## src/hdl/gha_pkg.sv

```systemverilog
`timescale 1ns / 1ps
// Shared constants, codes and state encoding for the generational handle allocator.
package gha_pkg;

  localparam int unsigned CapacityDefault    = 16;
  localparam int unsigned VersionBitsDefault = 8;
  localparam int unsigned QueueDepthDefault  = 32;

  localparam int unsigned InvalidIdentifier  = 0;
  localparam int unsigned StartingIdentifier = 1;

  typedef enum logic [1:0] {
    OP_CREATE      = 2'd0,
    OP_DESTROY     = 2'd1,
    OP_PROCESS     = 2'd2,
    OP_DESTROY_ALL = 2'd3
  } opcode_e;

  typedef enum logic [2:0] {
    KIND_CREATE_ACK  = 3'd0,
    KIND_DESTROY_ACK = 3'd1,
    KIND_CREATED     = 3'd2,
    KIND_DESTROYED   = 3'd3,
    KIND_DONE        = 3'd4
  } kind_e;

  typedef enum logic [1:0] {
    ST_OK         = 2'd0,
    ST_FULL       = 2'd1,
    ST_BAD_HANDLE = 2'd2,
    ST_PENDING    = 2'd3
  } status_e;

  typedef enum logic {
    CMD_CREATED = 1'b0,
    CMD_DESTROY = 1'b1
  } cmd_e;

  typedef enum logic [3:0] {
    S_IDLE,
    S_C_CHK,
    S_C_FIFO,
    S_C_VER,
    S_D_CHK,
    S_D_EV,
    S_P_CHK,
    S_P_EV,
    S_P_DW,
    S_A_CHK,
    S_A_EV
  } state_e;

endpackage

```

## src/hdl/gha_ram.sv

```systemverilog
`timescale 1ns / 1ps
// Simple dual-port synchronous RAM with registered read data.
module gha_ram #(
  parameter int unsigned Width = 8,
  parameter int unsigned Depth = 16,
  parameter int unsigned AddrW = (Depth > 1) ? $clog2(Depth) : 1
) (
  input  logic             clk_i,
  input  logic             we_i,
  input  logic [AddrW-1:0] waddr_i,
  input  logic [Width-1:0] wdata_i,
  input  logic             re_i,
  input  logic [AddrW-1:0] raddr_i,
  output logic [Width-1:0] rdata_o
);

  logic [Width-1:0] mem [Depth];
  logic [Width-1:0] rdata_q;

  always_ff @(posedge clk_i) begin
    if (we_i) begin
      mem[waddr_i] <= wdata_i;
    end
  end

  always_ff @(posedge clk_i) begin
    if (re_i) begin
      rdata_q <= mem[raddr_i];
    end
  end

  assign rdata_o = rdata_q;

endmodule

```

## src/hdl/generational_handle_allocator.sv

```systemverilog
`timescale 1ns / 1ps
// Generational handle allocator: slot table, free list and deferred command queue.
//
// Input channel (in_valid_i / in_stall_o) takes one command per transfer:
// create, destroy, process pending commands, or destroy all. Output channel
// (out_valid_o / out_stall_i) returns result items; the final one of each
// command carries last_o. Create and destroy answer with one ack; process
// gives one event per queued command then done; destroy all adds one
// destroyed event per created slot before done.
// Sequencing: one command is in flight at a time. Create retires each exhausted
// slot at the free list head before reusing a slot, or opens a new one; destroy
// checks the id range and then reads the slot; process reads each queued command
// and, for a destroy, its slot; destroy all then reads every opened slot. Each
// memory step waits on a registered read of the slot table, free list or queue RAM.
// A result sits in a single output register; while the receiver stalls the
// sequencer holds at the next emit, and a new command is accepted once the
// block is back in idle, even with a result still waiting.
// Reset empties the free list and command queue, clears the opened-slot
// count and live count. Slot table entries above the opened count are never
// read, so no clearing pass is needed.
module generational_handle_allocator
  import gha_pkg::*;
#(
  parameter int unsigned CAPACITY     = gha_pkg::CapacityDefault,
  parameter int unsigned VERSION_BITS = gha_pkg::VersionBitsDefault,
  parameter int unsigned QUEUE_DEPTH  = gha_pkg::QueueDepthDefault,
  localparam int unsigned SlotW = $clog2(CAPACITY),
  localparam int unsigned CntW  = SlotW + 1
) (
  input  logic                    clk_i,
  input  logic                    rst_ni,
  input  logic                    in_valid_i,
  output logic                    in_stall_o,
  input  gha_pkg::opcode_e        opcode_i,
  input  logic [CntW-1:0]         handle_id_i,
  input  logic [VERSION_BITS-1:0] handle_version_i,
  output logic                    out_valid_o,
  input  logic                    out_stall_i,
  output gha_pkg::kind_e          kind_o,
  output gha_pkg::status_e        status_o,
  output logic [CntW-1:0]         out_id_o,
  output logic [VERSION_BITS-1:0] out_version_o,
  output logic [CntW-1:0]         live_count_o,
  output logic                    last_o
);

  localparam int unsigned VB    = VERSION_BITS;
  localparam int unsigned QW    = $clog2(QUEUE_DEPTH);
  localparam int unsigned SlotDW = VB + 2;          // {version, pending, created}
  localparam int unsigned CmdW  = 1 + SlotW + VB;   // {kind, slot, version}

  // control state
  state_e             state_q, state_d;
  opcode_e            op_q;
  logic [CntW-1:0]    hid_q;
  logic [VB-1:0]      hver_q;
  logic [CntW-1:0]    opened_q;
  logic [SlotW-1:0]   fhead_q;
  logic [CntW-1:0]    fcnt_q;
  logic [QW-1:0]      qhead_q;
  logic [QW:0]        qcnt_q;
  logic [CntW-1:0]    active_q, active_d;
  logic [CntW-1:0]    idx_q;

  // output register
  logic               out_valid_q;
  kind_e              okind_q;
  status_e            ostat_q;
  logic [CntW-1:0]    oid_q;
  logic [VB-1:0]      over_q;
  logic [CntW-1:0]    olive_q;
  logic               olast_q;
  logic               out_free;

  // memory ports
  logic               slot_we, slot_re;
  logic [SlotW-1:0]   slot_waddr, slot_raddr;
  logic [SlotDW-1:0]  slot_wdata, slot_rdata;
  logic               fifo_we, fifo_re;
  logic [SlotW-1:0]   fifo_waddr, fifo_wdata, fifo_rdata;
  logic               cq_we, cq_re;
  logic [QW-1:0]      cq_waddr;
  logic [CmdW-1:0]    cq_wdata, cq_rdata;

  // datapath controls
  logic               emit, e_last;
  kind_e              e_kind;
  status_e            e_status;
  logic [CntW-1:0]    e_id;
  logic [VB-1:0]      e_ver;
  logic               fpop, fpush, qpop, qpush, act_inc, act_dec;
  logic               opened_inc, idx_inc, idx_clr;

  // decoded read data
  logic [VB-1:0]      rd_ver;
  logic               rd_pend, rd_created;
  cmd_e               cq_kind;
  logic [SlotW-1:0]   cq_slot;
  logic [VB-1:0]      cq_ver;
  logic               q_full, bad_id, ver_max;
  logic [CntW-1:0]    dsub;
  logic [SlotW-1:0]   dslot;
  logic [CntW:0]      ftail_sum;
  logic [QW+1:0]      qtail_sum;

  assign out_free   = !out_valid_q || !out_stall_i;
  assign in_stall_o = (state_q != S_IDLE);

  assign rd_ver     = slot_rdata[SlotDW-1:2];
  assign rd_pend    = slot_rdata[1];
  assign rd_created = slot_rdata[0];
  assign ver_max    = (rd_ver == {VB{1'b1}});
  assign cq_kind    = cmd_e'(cq_rdata[CmdW-1]);
  assign cq_slot    = cq_rdata[CmdW-2:VB];
  assign cq_ver     = cq_rdata[VB-1:0];

  assign q_full = (qcnt_q == (QW+1)'(QUEUE_DEPTH));
  assign dsub   = hid_q - CntW'(StartingIdentifier);
  assign dslot  = dsub[SlotW-1:0];
  assign bad_id = (hid_q == CntW'(InvalidIdentifier)) || (dsub >= opened_q);

  // free list tail, modulo capacity
  assign ftail_sum  = {2'b00, fhead_q} + {1'b0, fcnt_q};
  assign fifo_waddr = (ftail_sum >= (CntW+1)'(CAPACITY)) ?
                      SlotW'(ftail_sum - (CntW+1)'(CAPACITY)) : SlotW'(ftail_sum);
  // command queue tail, modulo depth
  assign qtail_sum  = {2'b00, qhead_q} + {1'b0, qcnt_q};
  assign cq_waddr   = (qtail_sum >= (QW+2)'(QUEUE_DEPTH)) ?
                      QW'(qtail_sum - (QW+2)'(QUEUE_DEPTH)) : QW'(qtail_sum);

  // live count with saturation at both ends
  always_comb begin
    active_d = active_q;
    if (act_inc && active_q < CntW'(CAPACITY)) begin
      active_d = active_q + CntW'(1);
    end else if (act_dec && active_q != '0) begin
      active_d = active_q - CntW'(1);
    end
  end

  // next state
  always_comb begin
    state_d = state_q;
    unique case (state_q)
      S_IDLE: begin
        if (in_valid_i) begin
          unique case (opcode_i)
            OP_CREATE:  state_d = S_C_CHK;
            OP_DESTROY: state_d = S_D_CHK;
            default:    state_d = S_P_CHK;
          endcase
        end
      end
      S_C_CHK: begin
        if (!q_full && fcnt_q != '0) begin
          state_d = S_C_FIFO;
        end else if (out_free) begin
          state_d = S_IDLE;
        end
      end
      S_C_FIFO: state_d = S_C_VER;
      S_C_VER: begin
        if (ver_max) begin
          state_d = S_C_CHK;
        end else if (out_free) begin
          state_d = S_IDLE;
        end
      end
      S_D_CHK: begin
        if (!bad_id) begin
          state_d = S_D_EV;
        end else if (out_free) begin
          state_d = S_IDLE;
        end
      end
      S_D_EV: if (out_free) state_d = S_IDLE;
      S_P_CHK: begin
        if (qcnt_q != '0) begin
          state_d = S_P_EV;
        end else if (op_q == OP_DESTROY_ALL) begin
          state_d = S_A_CHK;
        end else if (out_free) begin
          state_d = S_IDLE;
        end
      end
      S_P_EV: begin
        if (cq_kind == CMD_DESTROY) begin
          state_d = S_P_DW;
        end else if (out_free) begin
          state_d = S_P_CHK;
        end
      end
      S_P_DW: if (out_free) state_d = S_P_CHK;
      S_A_CHK: begin
        if (idx_q < opened_q) begin
          state_d = S_A_EV;
        end else if (out_free) begin
          state_d = S_IDLE;
        end
      end
      S_A_EV: begin
        if (!rd_created || out_free) state_d = S_A_CHK;
      end
      default: state_d = S_IDLE;
    endcase
  end

  // datapath controls per state
  always_comb begin
    emit       = 1'b0;
    e_kind     = KIND_DONE;
    e_status   = ST_OK;
    e_id       = '0;
    e_ver      = '0;
    e_last     = 1'b0;
    slot_we    = 1'b0;
    slot_re    = 1'b0;
    slot_waddr = '0;
    slot_raddr = '0;
    slot_wdata = '0;
    fifo_re    = 1'b0;
    fifo_wdata = '0;
    cq_re      = 1'b0;
    cq_wdata   = '0;
    fpop       = 1'b0;
    fpush      = 1'b0;
    qpop       = 1'b0;
    qpush      = 1'b0;
    act_inc    = 1'b0;
    act_dec    = 1'b0;
    opened_inc = 1'b0;
    idx_inc    = 1'b0;
    idx_clr    = 1'b0;
    unique case (state_q)
      S_IDLE: ;
      S_C_CHK: begin
        if (q_full) begin
          if (out_free) begin
            emit     = 1'b1;
            e_kind   = KIND_CREATE_ACK;
            e_status = ST_FULL;
            e_last   = 1'b1;
          end
        end else if (fcnt_q != '0) begin
          fifo_re = 1'b1;
        end else if (opened_q < CntW'(CAPACITY)) begin
          if (out_free) begin
            slot_we    = 1'b1;
            slot_waddr = opened_q[SlotW-1:0];
            slot_wdata = {{VB{1'b0}}, 1'b0, 1'b1};
            qpush      = 1'b1;
            cq_wdata   = {CMD_CREATED, opened_q[SlotW-1:0], {VB{1'b0}}};
            opened_inc = 1'b1;
            emit       = 1'b1;
            e_kind     = KIND_CREATE_ACK;
            e_id       = opened_q + CntW'(StartingIdentifier);
            e_last     = 1'b1;
          end
        end else if (out_free) begin
          emit     = 1'b1;
          e_kind   = KIND_CREATE_ACK;
          e_status = ST_FULL;
          e_last   = 1'b1;
        end
      end
      S_C_FIFO: begin
        slot_re    = 1'b1;
        slot_raddr = fifo_rdata;
      end
      S_C_VER: begin
        if (ver_max) begin
          fpop = 1'b1;                  // retire exhausted slot
        end else if (out_free) begin
          fpop       = 1'b1;
          slot_we    = 1'b1;
          slot_waddr = fifo_rdata;
          slot_wdata = {rd_ver, rd_pend, 1'b1};
          qpush      = 1'b1;
          cq_wdata   = {CMD_CREATED, fifo_rdata, rd_ver};
          emit       = 1'b1;
          e_kind     = KIND_CREATE_ACK;
          e_id       = {1'b0, fifo_rdata} + CntW'(StartingIdentifier);
          e_ver      = rd_ver;
          e_last     = 1'b1;
        end
      end
      S_D_CHK: begin
        if (!bad_id) begin
          slot_re    = 1'b1;
          slot_raddr = dslot;
        end else if (out_free) begin
          emit     = 1'b1;
          e_kind   = KIND_DESTROY_ACK;
          e_status = ST_BAD_HANDLE;
          e_id     = hid_q;
          e_ver    = hver_q;
          e_last   = 1'b1;
        end
      end
      S_D_EV: begin
        if (out_free) begin
          emit   = 1'b1;
          e_kind = KIND_DESTROY_ACK;
          e_id   = hid_q;
          e_ver  = hver_q;
          e_last = 1'b1;
          priority if (!rd_created || rd_ver != hver_q) begin
            e_status = ST_BAD_HANDLE;
          end else if (rd_pend) begin
            e_status = ST_PENDING;
          end else if (q_full) begin
            e_status = ST_FULL;
          end else begin
            e_status   = ST_OK;
            slot_we    = 1'b1;
            slot_waddr = dslot;
            slot_wdata = {rd_ver, 1'b1, 1'b1};
            qpush      = 1'b1;
            cq_wdata   = {CMD_DESTROY, dslot, rd_ver};
          end
        end
      end
      S_P_CHK: begin
        if (qcnt_q != '0) begin
          cq_re = 1'b1;
        end else if (op_q == OP_DESTROY_ALL) begin
          idx_clr = 1'b1;
        end else if (out_free) begin
          emit   = 1'b1;
          e_kind = KIND_DONE;
          e_last = 1'b1;
        end
      end
      S_P_EV: begin
        if (cq_kind == CMD_DESTROY) begin
          slot_re    = 1'b1;
          slot_raddr = cq_slot;
        end else if (out_free) begin
          act_inc = 1'b1;
          qpop    = 1'b1;
          emit    = 1'b1;
          e_kind  = KIND_CREATED;
          e_id    = {1'b0, cq_slot} + CntW'(StartingIdentifier);
          e_ver   = cq_ver;
        end
      end
      S_P_DW: begin
        if (out_free) begin
          act_dec    = 1'b1;
          qpop       = 1'b1;
          emit       = 1'b1;
          e_kind     = KIND_DESTROYED;
          e_id       = {1'b0, cq_slot} + CntW'(StartingIdentifier);
          e_ver      = cq_ver;
          slot_we    = 1'b1;
          slot_waddr = cq_slot;
          slot_wdata = {rd_ver + VB'(1), 1'b0, 1'b0};
          fpush      = (fcnt_q < CntW'(CAPACITY));
          fifo_wdata = cq_slot;
        end
      end
      S_A_CHK: begin
        if (idx_q < opened_q) begin
          slot_re    = 1'b1;
          slot_raddr = idx_q[SlotW-1:0];
        end else if (out_free) begin
          emit   = 1'b1;
          e_kind = KIND_DONE;
          e_last = 1'b1;
        end
      end
      S_A_EV: begin
        if (!rd_created) begin
          idx_inc = 1'b1;
        end else if (out_free) begin
          idx_inc    = 1'b1;
          act_dec    = 1'b1;
          emit       = 1'b1;
          e_kind     = KIND_DESTROYED;
          e_id       = idx_q + CntW'(StartingIdentifier);
          e_ver      = rd_ver;
          slot_we    = 1'b1;
          slot_waddr = idx_q[SlotW-1:0];
          slot_wdata = {rd_ver + VB'(1), 1'b0, 1'b0};
          fpush      = (fcnt_q < CntW'(CAPACITY));
          fifo_wdata = idx_q[SlotW-1:0];
        end
      end
      default: ;
    endcase
  end

  assign fifo_we = fpush;
  assign cq_we   = qpush;

  // control registers
  always_ff @(posedge clk_i or negedge rst_ni) begin
    if (!rst_ni) begin
      state_q     <= S_IDLE;
      opened_q    <= '0;
      fhead_q     <= '0;
      fcnt_q      <= '0;
      qhead_q     <= '0;
      qcnt_q      <= '0;
      active_q    <= '0;
      idx_q       <= '0;
      out_valid_q <= 1'b0;
    end else begin
      state_q  <= state_d;
      active_q <= active_d;
      if (opened_inc) opened_q <= opened_q + CntW'(1);
      if (fpop) begin
        fhead_q <= (fhead_q == SlotW'(CAPACITY - 1)) ? '0 : fhead_q + SlotW'(1);
        fcnt_q  <= fcnt_q - CntW'(1);
      end else if (fpush) begin
        fcnt_q  <= fcnt_q + CntW'(1);
      end
      if (qpop) begin
        qhead_q <= (qhead_q == QW'(QUEUE_DEPTH - 1)) ? '0 : qhead_q + QW'(1);
        qcnt_q  <= qcnt_q - (QW+1)'(1);
      end else if (qpush) begin
        qcnt_q  <= qcnt_q + (QW+1)'(1);
      end
      if (idx_clr) begin
        idx_q <= '0;
      end else if (idx_inc) begin
        idx_q <= idx_q + CntW'(1);
      end
      if (emit) begin
        out_valid_q <= 1'b1;
      end else if (!out_stall_i) begin
        out_valid_q <= 1'b0;
      end
    end
  end

  // payload registers
  always_ff @(posedge clk_i) begin
    if (state_q == S_IDLE && in_valid_i) begin
      op_q   <= opcode_i;
      hid_q  <= handle_id_i;
      hver_q <= handle_version_i;
    end
    if (emit) begin
      okind_q <= e_kind;
      ostat_q <= e_status;
      oid_q   <= e_id;
      over_q  <= e_ver;
      olive_q <= active_d;
      olast_q <= e_last;
    end
  end

  assign out_valid_o   = out_valid_q;
  assign kind_o        = okind_q;
  assign status_o      = ostat_q;
  assign out_id_o      = oid_q;
  assign out_version_o = over_q;
  assign live_count_o  = olive_q;
  assign last_o        = olast_q;

  gha_ram #(.Width(SlotDW), .Depth(CAPACITY)) u_slot_ram (
    .clk_i   (clk_i),
    .we_i    (slot_we),
    .waddr_i (slot_waddr),
    .wdata_i (slot_wdata),
    .re_i    (slot_re),
    .raddr_i (slot_raddr),
    .rdata_o (slot_rdata)
  );

  gha_ram #(.Width(SlotW), .Depth(CAPACITY)) u_free_ram (
    .clk_i   (clk_i),
    .we_i    (fifo_we),
    .waddr_i (fifo_waddr),
    .wdata_i (fifo_wdata),
    .re_i    (fifo_re),
    .raddr_i (fhead_q),
    .rdata_o (fifo_rdata)
  );

  gha_ram #(.Width(CmdW), .Depth(QUEUE_DEPTH)) u_cmd_ram (
    .clk_i   (clk_i),
    .we_i    (cq_we),
    .waddr_i (cq_waddr),
    .wdata_i (cq_wdata),
    .re_i    (cq_re),
    .raddr_i (qhead_q),
    .rdata_o (cq_rdata)
  );

endmodule

```

## config.mk

```make
export PLATFORM = sky130hd
export DESIGN_NAME = generational_handle_allocator
export DESIGN_NICKNAME = d
export VERILOG_FILES = /design/src/hdl/gha_pkg.sv /design/src/hdl/gha_ram.sv /design/src/hdl/generational_handle_allocator.sv
export SDC_FILE = /design/constraint.sdc
export NUM_CORES = 1
export LEC_CHECK = 0
export BUFFER_PORTS_ARGS = -buffer_cell sky130_fd_sc_hd__buf_2
export CAP_MARGIN = 10
export CORE_ASPECT_RATIO = 0.75
export CORE_MARGIN = 3
export CORE_UTILIZATION = 50
export CTS_BUF_LIST = sky130_fd_sc_hd__clkbuf_2 sky130_fd_sc_hd__clkbuf_4 sky130_fd_sc_hd__clkbuf_8
export DETAILED_ROUTE_END_ITERATION = 8
export PLACE_DENSITY = 0.64
export RECOVER_POWER = 100
export SLEW_MARGIN = 20
export SYNTH_ARGS = -nofsm -noshare
export SYNTH_HDL_FRONTEND = slang
export SYNTH_SLANG_ARGS = --single-unit
```

## constraint.sdc

```tcl
create_clock -name clk_i -period 4.1 [get_ports clk_i]
set_input_delay 0.41 -clock clk_i [delete_from_list [all_inputs] [get_ports clk_i]]
set_output_delay 0.41 -clock clk_i [all_outputs]
set_load 0.005 [all_outputs]
```

======== Word level (Yosys, flattened, before mapping) ========
Memories as Yosys holds them, arrays and structs flattened. A register that Yosys moved wholly into a read port is not among the register bits.
Cells that the tools add are included.
storage, ports and cells
  register bits ........................... 79
  bits in latches ......................... 0
  bits in writable memories ............... 640
  bits in read-only memories .............. 0
  logic and storage cells ................. 253
  memories ................................ 3
memories
  name            words  width  rd ports  clocked after Yosys merged registers in  wr ports  line           source
  u_cmd_ram.mem   32     13     1         1                                        1         gha_ram.sv:17  logic [Width-1:0] mem [Depth];
  u_slot_ram.mem  16     10     1         1                                        1         gha_ram.sv:17
  u_free_ram.mem  16     4      1         1                                        1         gha_ram.sv:17
operators by class
  add/sub/neg operators ................... 18
  multiply operators ...................... 0
  divide/modulo/power cells ............... 0
  order comparisons ....................... 7
  eq/ne operators ......................... 20
  shifts and indexed selects .............. 0
  mux-type cells .......................... 163
  bitwise logic cells ..................... 0
  reduce and logical (&&, ||, !) cells .... 24
operators with widths
  cell                                                                count
  4-bit 2-to-1 mux                                                    29
  5-bit 2-to-1 mux                                                    20
  10-bit 2-to-1 mux                                                   8
  12-bit 2-to-1 mux                                                   6
  8-bit 2-to-1 mux                                                    7
  13-bit 2-to-1 mux                                                   4
  1-bit 2-to-1 mux                                                    50
  10-bit case mux with 5 select lines                                 1
  8-bit case mux with 6 select lines                                  1
  4-bit case mux with 11 select lines                                 1
  13-bit case mux with 3 select lines                                 1
  5-bit case mux with 7 select lines                                  1
  3-bit 2-to-1 mux                                                    10
  5-bit by 1-bit adder with 5-bit output, second input constant       5
  3-bit case mux with 7 select lines                                  1
  4-bit case mux with 5 select lines                                  1
  5-bit by 1-bit subtractor with 5-bit output, second input constant  4
  4-bit by 3-bit == test with 1-bit output, second input constant     4
  4-bit == test, second input constant                                4
  2-bit 2-to-1 mux                                                    8
  4-bit case mux with 4 select lines                                  1
  5-bit less-than comparator, second input constant                   3
  6-bit 2-to-1 mux                                                    2
  4-bit by 1-bit adder with 5-bit output, second input constant       2
  42 further kinds                                                    58

======== Logic depth before layout (Yosys ltp) ========
Gate-level depths: netlist of run 1.
  depth in word-level cells ............... 9
  depth in mapped cells ................... 17
  depth with buffers taken out ............ 14

======== Cells and area by module ========
A second synthesis of run 1 with hierarchy kept.
unflattened totals
  cell total of the unflattened synthesis .. 1919
  area, all modules ....................... 31477.7 um2
modules (own cells, without submodules)
  module                         times used  cells each  area each (um2)
  gha_ram (u_cmd_ram)            1           936         16858.7
  gha_ram (u_slot_ram)           1           279         6453.7
  generational_handle_allocator  1           574         5459.0
  gha_ram (u_free_ram)           1           130         2706.3

======== Worst setup path before layout of run 1 ========
OpenSTA, ideal clock, no wires.
  path type ............................... flip-flop to flip-flop
  start ................................... register u_slot_ram.rdata_q[2] (netlist: u_slot_ram.rdata_o[2]), read port of u_slot_ram.mem
  end ..................................... memory u_slot_ram.mem[8][0] (netlist bit), enable pin
  library setup time ...................... 0.390 ns
  arrival ................................. 3.572 ns
  data required time ...................... 3.710 ns
  setup slack ............................. 0.139 ns
  cell stages (with the launch flop) ...... 10
  path buffers ............................ 0
  cells stage by stage .................... edfxtp_1 -> ha_1 -> and3_1 -> and4_1 -> nor3_1 -> and2_1 -> a221o_1 -> or2_1 -> nand2_1 -> nor3_1
on the way
  longest elaborated chain between the ends .. 7
  elaborated cells on any way between the ends .. 13
  those cells by class .................... eq/ne (2); mux (10); reduce/logical (1)
ends and longest elaborated chain
  element                                 line                                  source
  start: declaration                      gha_ram.sv:18                         logic [Width-1:0] rdata_q;
  8-bit != test                           generational_handle_allocator.sv:307  priority if (!rd_created || rd_ver != hver_q) begin
  1-bit logical OR                        generational_handle_allocator.sv:307
  1-bit 2-to-1 mux                        generational_handle_allocator.sv:307
  1-bit 2-to-1 mux                        generational_handle_allocator.sv:301  if (out_free) begin
  1-bit case mux with 5 select lines      generational_handle_allocator.sv:234  unique case (state_q)
  1-bit 2-to-1 mux                        gha_ram.sv:21                         if (we_i) begin
  1-bit 2-to-1 mux (implied by the code)  gha_ram.sv:22                         mem[waddr_i] <= wdata_i;
  end: declaration                        gha_ram.sv:17
Parallel ways exist; a longest one is shown, timed or not.

======== Final worst setup path of run 1 ========
  start ................................... register hid_q[0]
  end ..................................... register u_slot_ram.rdata_q[1] (netlist: u_slot_ram.rdata_o[1]), read port of u_slot_ram.mem, data pin
on the way
  longest elaborated chain between the ends .. 5
  elaborated cells on any way between the ends .. 8
  those cells by class .................... add/sub (1); order compare (1); mux (4); reduce/logical (2)
ends and longest elaborated chain
  element                                                                                          line                                  source
  start: declaration                                                                               generational_handle_allocator.sv:55   logic [CntW-1:0] hid_q;
  start signal: assignment                                                                         generational_handle_allocator.sv:441  hid_q <= handle_id_i;
  5-bit by 1-bit subtractor with 5-bit output                                                      generational_handle_allocator.sv:118  assign dsub = hid_q - CntW'(StartingIdentifier);
  5-bit greater-or-equal comparator                                                                generational_handle_allocator.sv:120  assign bad_id = (hid_q == CntW'(InvalidIdentifier)) || (dsub >= opened_q);
  1-bit logical OR                                                                                 generational_handle_allocator.sv:120
  4-bit 2-to-1 mux / 1-bit 2-to-1 mux (equally long branches)                                      generational_handle_allocator.sv:288  if (!bad_id) begin
  4-bit case mux with 4 select lines / 1-bit case mux with 4 select lines (equally long branches)  generational_handle_allocator.sv:234
Parallel ways exist; a longest one is shown, timed or not.
A chain may end at the register's enable or synchronous reset.

==> flow_metrics.tcl, run 1 <==
set metrics [dict create \
    route.detailed.wl_per_inst_microns 25.08 \
    critPathKind "register to register" \
    die_y_extent_microns 221.1 \
    final_non_filler_cells 2843 \
    synth_edf_count 706 \
    clk_pin_slew_ps 70 \
    timing.final.crit_share_pct 93.79 \
    clockRootBuffer "sky130_fd_sc_hd__clkbuf_8" \
    top_level_ports 45 \
    net-switching-power_w 0.007038 \
    initial_utilization_pct 50.75 \
    cts_htree_levels 3 \
    groute.usage.overall_pct 22.22 \
    worst_skew_pair.late_latency_ps 730 \
    setup_repair_after_global_routing_missed_its_margin "false" \
    gpl.final_weighted_congestion 0.9186 \
    timing.final.hold_violations 0 \
    num-fill-cells 4644 \
    worstMarginPinSlew_ps 2390 \
    route.detailed.vias_per_inst 5.961 \
    first_global_vias 17185 \
    worst-r2r-cell-count 14 \
    yosys_most_used_dff "sky130_fd_sc_hd__edfxtp_1" \
    fmax_mhz 260.0 \
    die_area_sq_mm 0.06476 \
    relSlewSlack_pct -59.35 \
    ant_nets 0 \
    setup_viol 0 \
    nets 2009 \
    route.final.wire_length_microns 71310 \
    timing.clock.skew_ps 39.50 \
    dp_cells 2624 \
    synth_async_sr_flop_share_pct 5.362 \
    placed_area_sq_mm 0.03282 \
    synthesis.instances 1729 \
    drc_errors 0 \
    worst_ep_arrival_time_ps 4280 \
    cellLeakagePower_nw 11.66 \
    firstDrtPassIters 5 \
    detailed_place_hpwl_microns 47300 \
    synth.avg_cell_area_sq_um 17.85 \
    cts_setup_buffers 0 \
    clock_sink_count 746 \
    routed-via-count 16948 \
    irDropWorstVdd_uv 540.7 \
    finalMaxSlewViolations 63 \
    rr_startpoint "hid_q[0]" \
    tns_ps 0 \
    fp.dieW_microns 292.9 \
    synthDistinctLibCells 70 \
    antenna_cells_inserted 0 \
    type_of_the_worst_min_delay_path "primary input to register" \
    capture_point_of_the_worst_reg_to_reg_path "u_slot_ram.rdata_o[1]" \
    yosysWarningCount 0 \
    synth.cell_area_sq_mm 0.03086 \
    worst_setup_path_start_kind "register" \
    post-route-cell-area_sq_mm 0.03471 \
    antenna_violations_before_repair 1 \
    final_layout_size_suffix_gt1_share_pct 21.93 \
    power_per_cell_area_mw_per_mm2 636.7 \
    design_internal_power_w 0.01506 \
    hold_ws_ps 124.5 \
    worst_endpoint_required_time_ps 4540 \
    design.core.area_sq_mm 0.06080 \
    critical_path.max_fanout 10 \
    violations "max-capacitance violations, max-slew violations" \
    synth-seq-area-share_pct 71.95 \
    finalCoreUtilization_pct 57.10 \
    area_growth_syn_to_layout_pct 12.50 \
    power.share.sequential_pct 44.8 \
    netSwitchingFraction_pct 31.84 \
    drt_iter0_markers 1795 \
    hold_end "state_q[2]" \
    rrSetupSlack_ps 250 \
    cts_tree "yes" \
    clock_path_buffers 3 \
    clock_network_fraction_of_design_power_pct 26.6 \
    synth.ff_latch_count 746 \
    period_minus_slack_ps 3845 \
    worstHoldStart "in_valid_i" \
    rows 78 \
    outcome "finished with violations" \
    timing.hold.worst_path_depth 3 \
    worst_setup_path_end_kind "register" \
    grt_start_max_net_pins 109 \
    max-cap-violations 2 \
    comb_power_share_pct 28.7 \
    portBuffers 44 \
    mappedNetlistNets 1786 \
    grt_first_pass_wirelength_microns 107900 \
    grt_remaining_overflow 0 \
    tritoncts.num_buffers 110 \
]
==> worst max path at each step <==
stage          slack (ps)                    end             startpoint
6_report              250  u_slot_ram.rdata_o[1]               hid_q[0]
5_1_grt                 3  u_slot_ram.rdata_o[1]               hid_q[0]
4_1_cts               210  u_slot_ram.rdata_o[3]               hid_q[0]
3_5_place_dp          200  u_slot_ram.rdata_o[3]               hid_q[0]
3_3_place_gp          270  u_slot_ram.rdata_o[3]               hid_q[0]
2_1_floorplan         140   u_slot_ram.mem[8][0]  u_slot_ram.rdata_o[2]
==> critical path, stage by stage, from the launching register on <==
cell and delay (ps):
sky130_fd_sc_hd__edfxtp_1 440, sky130_fd_sc_hd__inv_1 180, sky130_fd_sc_hd__ha_1 220, sky130_fd_sc_hd__or4b_4 480, sky130_fd_sc_hd__nand2_1 90, sky130_fd_sc_hd__ha_1 260, sky130_fd_sc_hd__a21oi_1 180, sky130_fd_sc_hd__nand3_1 110
sky130_fd_sc_hd__a31oi_2 160, sky130_fd_sc_hd__buf_4 200, sky130_fd_sc_hd__a221o_1 440, sky130_fd_sc_hd__and3_2 470, sky130_fd_sc_hd__a32oi_1 150, sky130_fd_sc_hd__nand4_1 150, sky130_fd_sc_hd__a221oi_2 50
==> power groups by stage <==
stage / sequential (W) / combinational (W) / clock [W]
3_5_place_dp: 0.0100 / 0.00650 / 0
2_1_floorplan: 0.00982 / 0.00461 / 0
4_1_cts: 0.00988 / 0.00654 / 0.00603
6_report: 0.00989 / 0.00633 / 0.00588
3_3_place_gp: 0.0100 / 0.00639 / 0
5_1_grt: 0.00995 / 0.00690 / 0.00637
==> timing repair <==
action                                 CTS  global route
hold buffers                            16             0
resized for setup                        0             4
endpoints found under the hold margin   55             0
setup endpoints to repair                0            10
==> Yosys cell counts (all sizes together), types with 16 or more instances <==
library cell    n  share of area, %
nor2          108               1.3
nand4          16              0.32
nor3           22              0.42
nand3          41              0.68
xor2           18              0.51
edfxtp        706                69
ha             34               1.4
mux2i          52               1.7
buf            31              0.56
inv            31              0.38
clkbuf         45              0.56
mux4          150                11
xnor2          32              0.91
nand2b         17              0.34
a21oi          27              0.45
o21ai          38              0.65
nand2         135               1.6
dfrtp          40               3.2
==> sequential cells by signal, summed over array words and instances (netlist names), 3 cells and up <==
| register | flops |
|---|---|
| u_cmd_ram.mem | 416 |
| qhead_q | 5 |
| qcnt_q | 6 |
| hver_q | 8 |
| kind_o | 3 |
| u_slot_ram.rdata_o | 10 |
| idx_q | 5 |
| fcnt_q | 5 |
| state_q | 4 |
| opened_q | 5 |
| active_q | 5 |
| out_version_o | 8 |
| hid_q | 5 |
| fhead_q | 4 |
| u_free_ram.mem | 64 |
| out_id_o | 5 |
| u_slot_ram.mem | 160 |
| live_count_o | 5 |
| u_free_ram.rdata_o | 4 |
| u_cmd_ram.rdata_o | 13 |
==> logic make-up after synthesis <==
logic type               count (synthesis)  synth area share [%]
multiplexers                           217                 13.18
adder cells (fa/ha/maj)                 38                 1.638
AND/OR/NAND/NOR                        400                 6.118
buffers and inverters                  107                 1.500
XOR/XNOR                                50                 1.419
flip-flops                             746                 71.95
AO/OA/AOI/OAI                          171                 4.197
==> cells in the final DEF (no fill, tap or decap), types with 8 or more instances in the layout <==
cell type,Yosys,routed
sky130_fd_sc_hd__edfxtp_1,706,706
sky130_fd_sc_hd__mux4_2,150,150
sky130_fd_sc_hd__nand2_1,135,135
sky130_fd_sc_hd__clkbuf_8,0,113
sky130_fd_sc_hd__nor2_1,107,108
sky130_fd_sc_hd__clkbuf_1,42,81
sky130_fd_sc_hd__mux2i_1,52,52
sky130_fd_sc_hd__clkbuf_2,3,42
sky130_fd_sc_hd__nand3_1,40,41
sky130_fd_sc_hd__dfrtp_1,40,37
sky130_fd_sc_hd__clkinv_1,0,36
sky130_fd_sc_hd__o21ai_0,32,35
sky130_fd_sc_hd__ha_1,34,34
sky130_fd_sc_hd__xnor2_1,32,32
sky130_fd_sc_hd__inv_1,31,31
sky130_fd_sc_hd__clkbuf_4,0,28
sky130_fd_sc_hd__a21oi_1,26,27
sky130_fd_sc_hd__buf_4,2,23
sky130_fd_sc_hd__buf_2,10,19
sky130_fd_sc_hd__nor3_1,18,18
sky130_fd_sc_hd__xor2_1,18,18
sky130_fd_sc_hd__nand2b_1,17,17
sky130_fd_sc_hd__clkinv_2,0,17
sky130_fd_sc_hd__nand4_1,16,16
sky130_fd_sc_hd__dlygate4sd3_1,0,16
sky130_fd_sc_hd__a21o_1,14,14
sky130_fd_sc_hd__a22oi_1,14,14
sky130_fd_sc_hd__and3_1,14,12
sky130_fd_sc_hd__a221oi_1,5,11
sky130_fd_sc_hd__a32oi_1,10,10
sky130_fd_sc_hd__a222oi_1,9,9
sky130_fd_sc_hd__nor2b_1,15,8
sky130_fd_sc_hd__a22o_1,8,8
sky130_fd_sc_hd__mux2_2,15,8
==> layer usage <==
layer | vias up | track usage [%] | routed length (microns)
li1 | 7382 | - | -
met1 | 8835 | 35.10 | 33460
met2 | 617 | 31.72 | 31100
met3 | 112 | 4.726 | 5308
met4 | 2 | 5.562 | 1386
met5 | - | 0 | 48
==> cell type report <==
type	count	area [sq um]	share of cell area, %
sequential	746	22210	63.98
multi-input combinational	876	8190	23.59
clock buffer	140	1758	5.064
timing repair buffer	187	1050	3.024
tap	800	1001	2.883
clock inverter	63	389.1	1.121
inverter	31	116.4	0.3352
==> metrics by stage <==
stage	worst slack [ps]	power (W)
final	254.6	0.02210
after global routing	3.006	0.02322
after CTS	210.3	0.02245
after detailed placement	202.7	0.01654
after global placement	265.5	0.01640
after floorplan	138.7	0.01443
Note: power is estimated with default switching activity, not from simulation.
==> run 2: changes to the inputs <==
Settings changed: BUFFER_PORTS_ARGS -buffer_cell sky130_fd_sc_hd__buf_2 to -buffer_cell sky130_fd_sc_hd__clkbuf_2, CORE_MARGIN 3 to 2, CORE_UTILIZATION 50 to 59, PLACE_DENSITY 0.64 to 0.74.
==> run 2 against run 1 <==
The flow now finishes without violations. Sequential share of layout area is 0.071 points higher. Global-route usage rose by 4.0 points. Clock power down 1%. Worst setup slack worse by 95 ps. Cell count is 3.4% lower. Via count rose by 0.44%. First-iteration DRC count rose by 5.6%. Critical endpoint is now u_slot_ram.rdata_o[4].
==> flow_metrics.tcl, run 2 (same netlist as run 1, synthesis figures left out) <==
set metrics [dict create \
    final_layout_size_suffix_gt1_share_pct 23.40 \
    groute.usage.overall_pct 26.17 \
    power_per_cell_area_mw_per_mm2 636.1 \
    setup_ws_ps 159.9 \
    worst_ep_arrival_time_ps 4490 \
    rows 72 \
    grt_remaining_overflow 0 \
    first_global_vias 16854 \
    clock_sink_count 746 \
    period_minus_slack_ps 3940 \
    largest_reg_flops 416 \
    drt_iter0_markers 1895 \
    setup_viol 0 \
    timing.final.crit_share_pct 96.10 \
    report.power.total_w 0.02205 \
    cellLeakagePower_nw 11.77 \
    initial_utilization_pct 59.78 \
    gpl.final_weighted_congestion 0.9333 \
    route.detailed.wl_per_inst_microns 25.14 \
    cts_htree_levels 3 \
    relSlewSlack_pct 8.796 \
    route.detailed.vias_per_inst 6.199 \
    tritoncts.num_buffers 108 \
    fmax_mhz 253.8 \
    top_register "u_cmd_ram.mem" \
    clk_pin_slew_ps 70 \
    drc_errors 0 \
    comb_power_share_pct 28.6 \
    clock_path_buffers 3 \
    power.share.sequential_pct 45.1 \
    antenna_cells_inserted 0 \
    die_area_sq_mm 0.05417 \
    worst_setup_path_end_kind "register" \
    max-cap-violations 0 \
    portBuffers 44 \
    slowest_stage "sky130_fd_sc_hd__edfxtp_1" \
    dp_cells 2532 \
    final_non_filler_cells 2746 \
    type_of_the_worst_min_delay_path "primary input to register" \
    reg.largest.list "u_cmd_ram.mem (416), u_slot_ram.mem (160), u_free_ram.mem (64)" \
    detailed_place_hpwl_microns 45310 \
    timing.critical_path.slowest_cell_delay_ps 430 \
    netSwitchingFraction_pct 31.63 \
    irDropWorstVdd_uv 443.6 \
    timing.final.hold_violations 0 \
    top_level_ports 45 \
    outcome "finished, final reports clean" \
    clock_network_fraction_of_design_power_pct 26.3 \
    firstDrtPassIters 6 \
    worst_skew_pair.late_latency_ps 740 \
    cts_tree "yes" \
    setup_repair_after_global_routing_missed_its_margin "false" \
    critical_path.max_fanout 30 \
    clockRootBuffer "sky130_fd_sc_hd__clkbuf_8" \
    critPathKind "register to register" \
    grt_first_pass_wirelength_microns 103900 \
    nets 2012 \
    ant_nets 0 \
    grt_start_max_net_pins 100 \
    route.final.wire_length_microns 69040 \
    worstMarginPinSlew_ps 1368 \
    mostFrequentLayoutCells "706 x sky130_fd_sc_hd__edfxtp_1, 150 x sky130_fd_sc_hd__mux4_2, 135 x sky130_fd_sc_hd__nand2_1" \
    dpl_worst_slack_ps 191.0 \
    area_growth_syn_to_layout_pct 12.36 \
    finalMaxSlewViolations 0 \
    tns_ps 0 \
    net-switching-power_w 0.006977 \
    routed-via-count 17023 \
    timing.clock.skew_ps 60.48 \
    design.core.area_sq_mm 0.05162 \
    fp.dieW_microns 268.1 \
    num-fill-cells 3463 \
    antenna_violations_before_repair 0 \
    worst_endpoint_required_time_ps 4650 \
    die_y_extent_microns 202.1 \
    series_of_cell_instances_along_the_critical_path "inv_1 > ha_1 > xor2_1 > ha_1 > nand2_1 > o21ai_0 > a31oi_4 > buf_4 > a221oi_4 > buf_4 > nand2_1 > a32oi_1 > nand4_1 > a221oi_2" \
    most_common_cell_after_layout_fill_and_taps_aside "sky130_fd_sc_hd__edfxtp_1" \
    worst_setup_path_start_kind "register" \
    design_internal_power_w 0.01508 \
]
[run 2: cell types whose count changed in the layout (fill, tap and decap cells not counted), moves of 3 or more]
cell / before / now
sky130_fd_sc_hd__buf_4: 23 / 36
sky130_fd_sc_hd__clkbuf_2: 42 / 65
sky130_fd_sc_hd__clkbuf_1: 81 / 55
sky130_fd_sc_hd__buf_2: 19 / 8
sky130_fd_sc_hd__clkbuf_8: 113 / 109
sky130_fd_sc_hd__clkinv_1: 36 / 32
sky130_fd_sc_hd__clkbuf_4: 28 / 37
sky130_fd_sc_hd__nor2_1: 108 / 105
[run 2: power groups by stage]
stage                     Combinational (W)  Clock [W]  Sequential (W)
after global routing                0.00682    0.00624          0.0100
after detailed placement            0.00638          0          0.0101
after global placement              0.00626          0          0.0101
final                               0.00631    0.00581         0.00994
after floorplan                     0.00461          0         0.00982
after CTS                           0.00642    0.00590         0.00993
[run 2: final cells by class]
class / count / area (sq um) / area share (%)
flip-flops and latches: 746 / 22210 / 64.05
clock buffers: 137 / 1710 / 4.933
repair buffers: 192 / 1130 / 3.259
inverters: 31 / 116.4 / 0.3356
multi-input cells: 876 / 8224 / 23.72
well taps: 703 / 879.6 / 2.537
clock inverters: 61 / 404.1 / 1.166
[run 2: layer usage]
metal	global-route usage, %	vias up	share of wire, %
li1	-	7395	-
met1	41.92	8706	45
met2	36.28	827	43
met3	6.957	95	10
met4	6.085	0	1.7
met5	0	-	0
[run 2: per-stage QoR]
step / cell area, sq um / util [%] / hold slack (ps)
finish: 34670 / 67.17 / 173.0
global route: 34670 / 67.17 / 182.4
CTS: 34970 / 67.75 / 117.0
detailed placement: 32700 / 63.34 / 456.5
global placement: 32700 / 63.34 / 446.0
floorplan: 30860 / - / 114.4
[run 2: what timing repair did]
item	in CTS	in global routing
resized for setup	0	7
hold endpoints to repair	35	0
buffers inserted	0	0
setup endpoints to repair	0	10
hold buffers	16	0
[run 2: final timing paths]
path,startpoint,endpoint,slack [ps],cells after the start
hold reg to reg,active_q[3],active_q[3],530,1
max in group asynchronous,rst_ni,qhead_q[0],1760,3
setup reg to reg,hid_q[0],u_slot_ram.rdata_o[4],160,14
setup / recovery,hid_q[0],u_slot_ram.rdata_o[4],160,14
hold / removal,out_stall_i,out_valid_o,170,3
min in group asynchronous,rst_ni,active_q[1],520,2
[run 2: critical path: cells and delay by family, from the launching register on]
kind,cells,cell delay (ps)
XOR/XNOR,1,390
AND/OR/NAND/NOR,3,330
buffers and inverters,3,750
flip-flops,1,430
adder cells (fa/ha/maj),2,430
AO/OA/AOI/OAI,5,1420
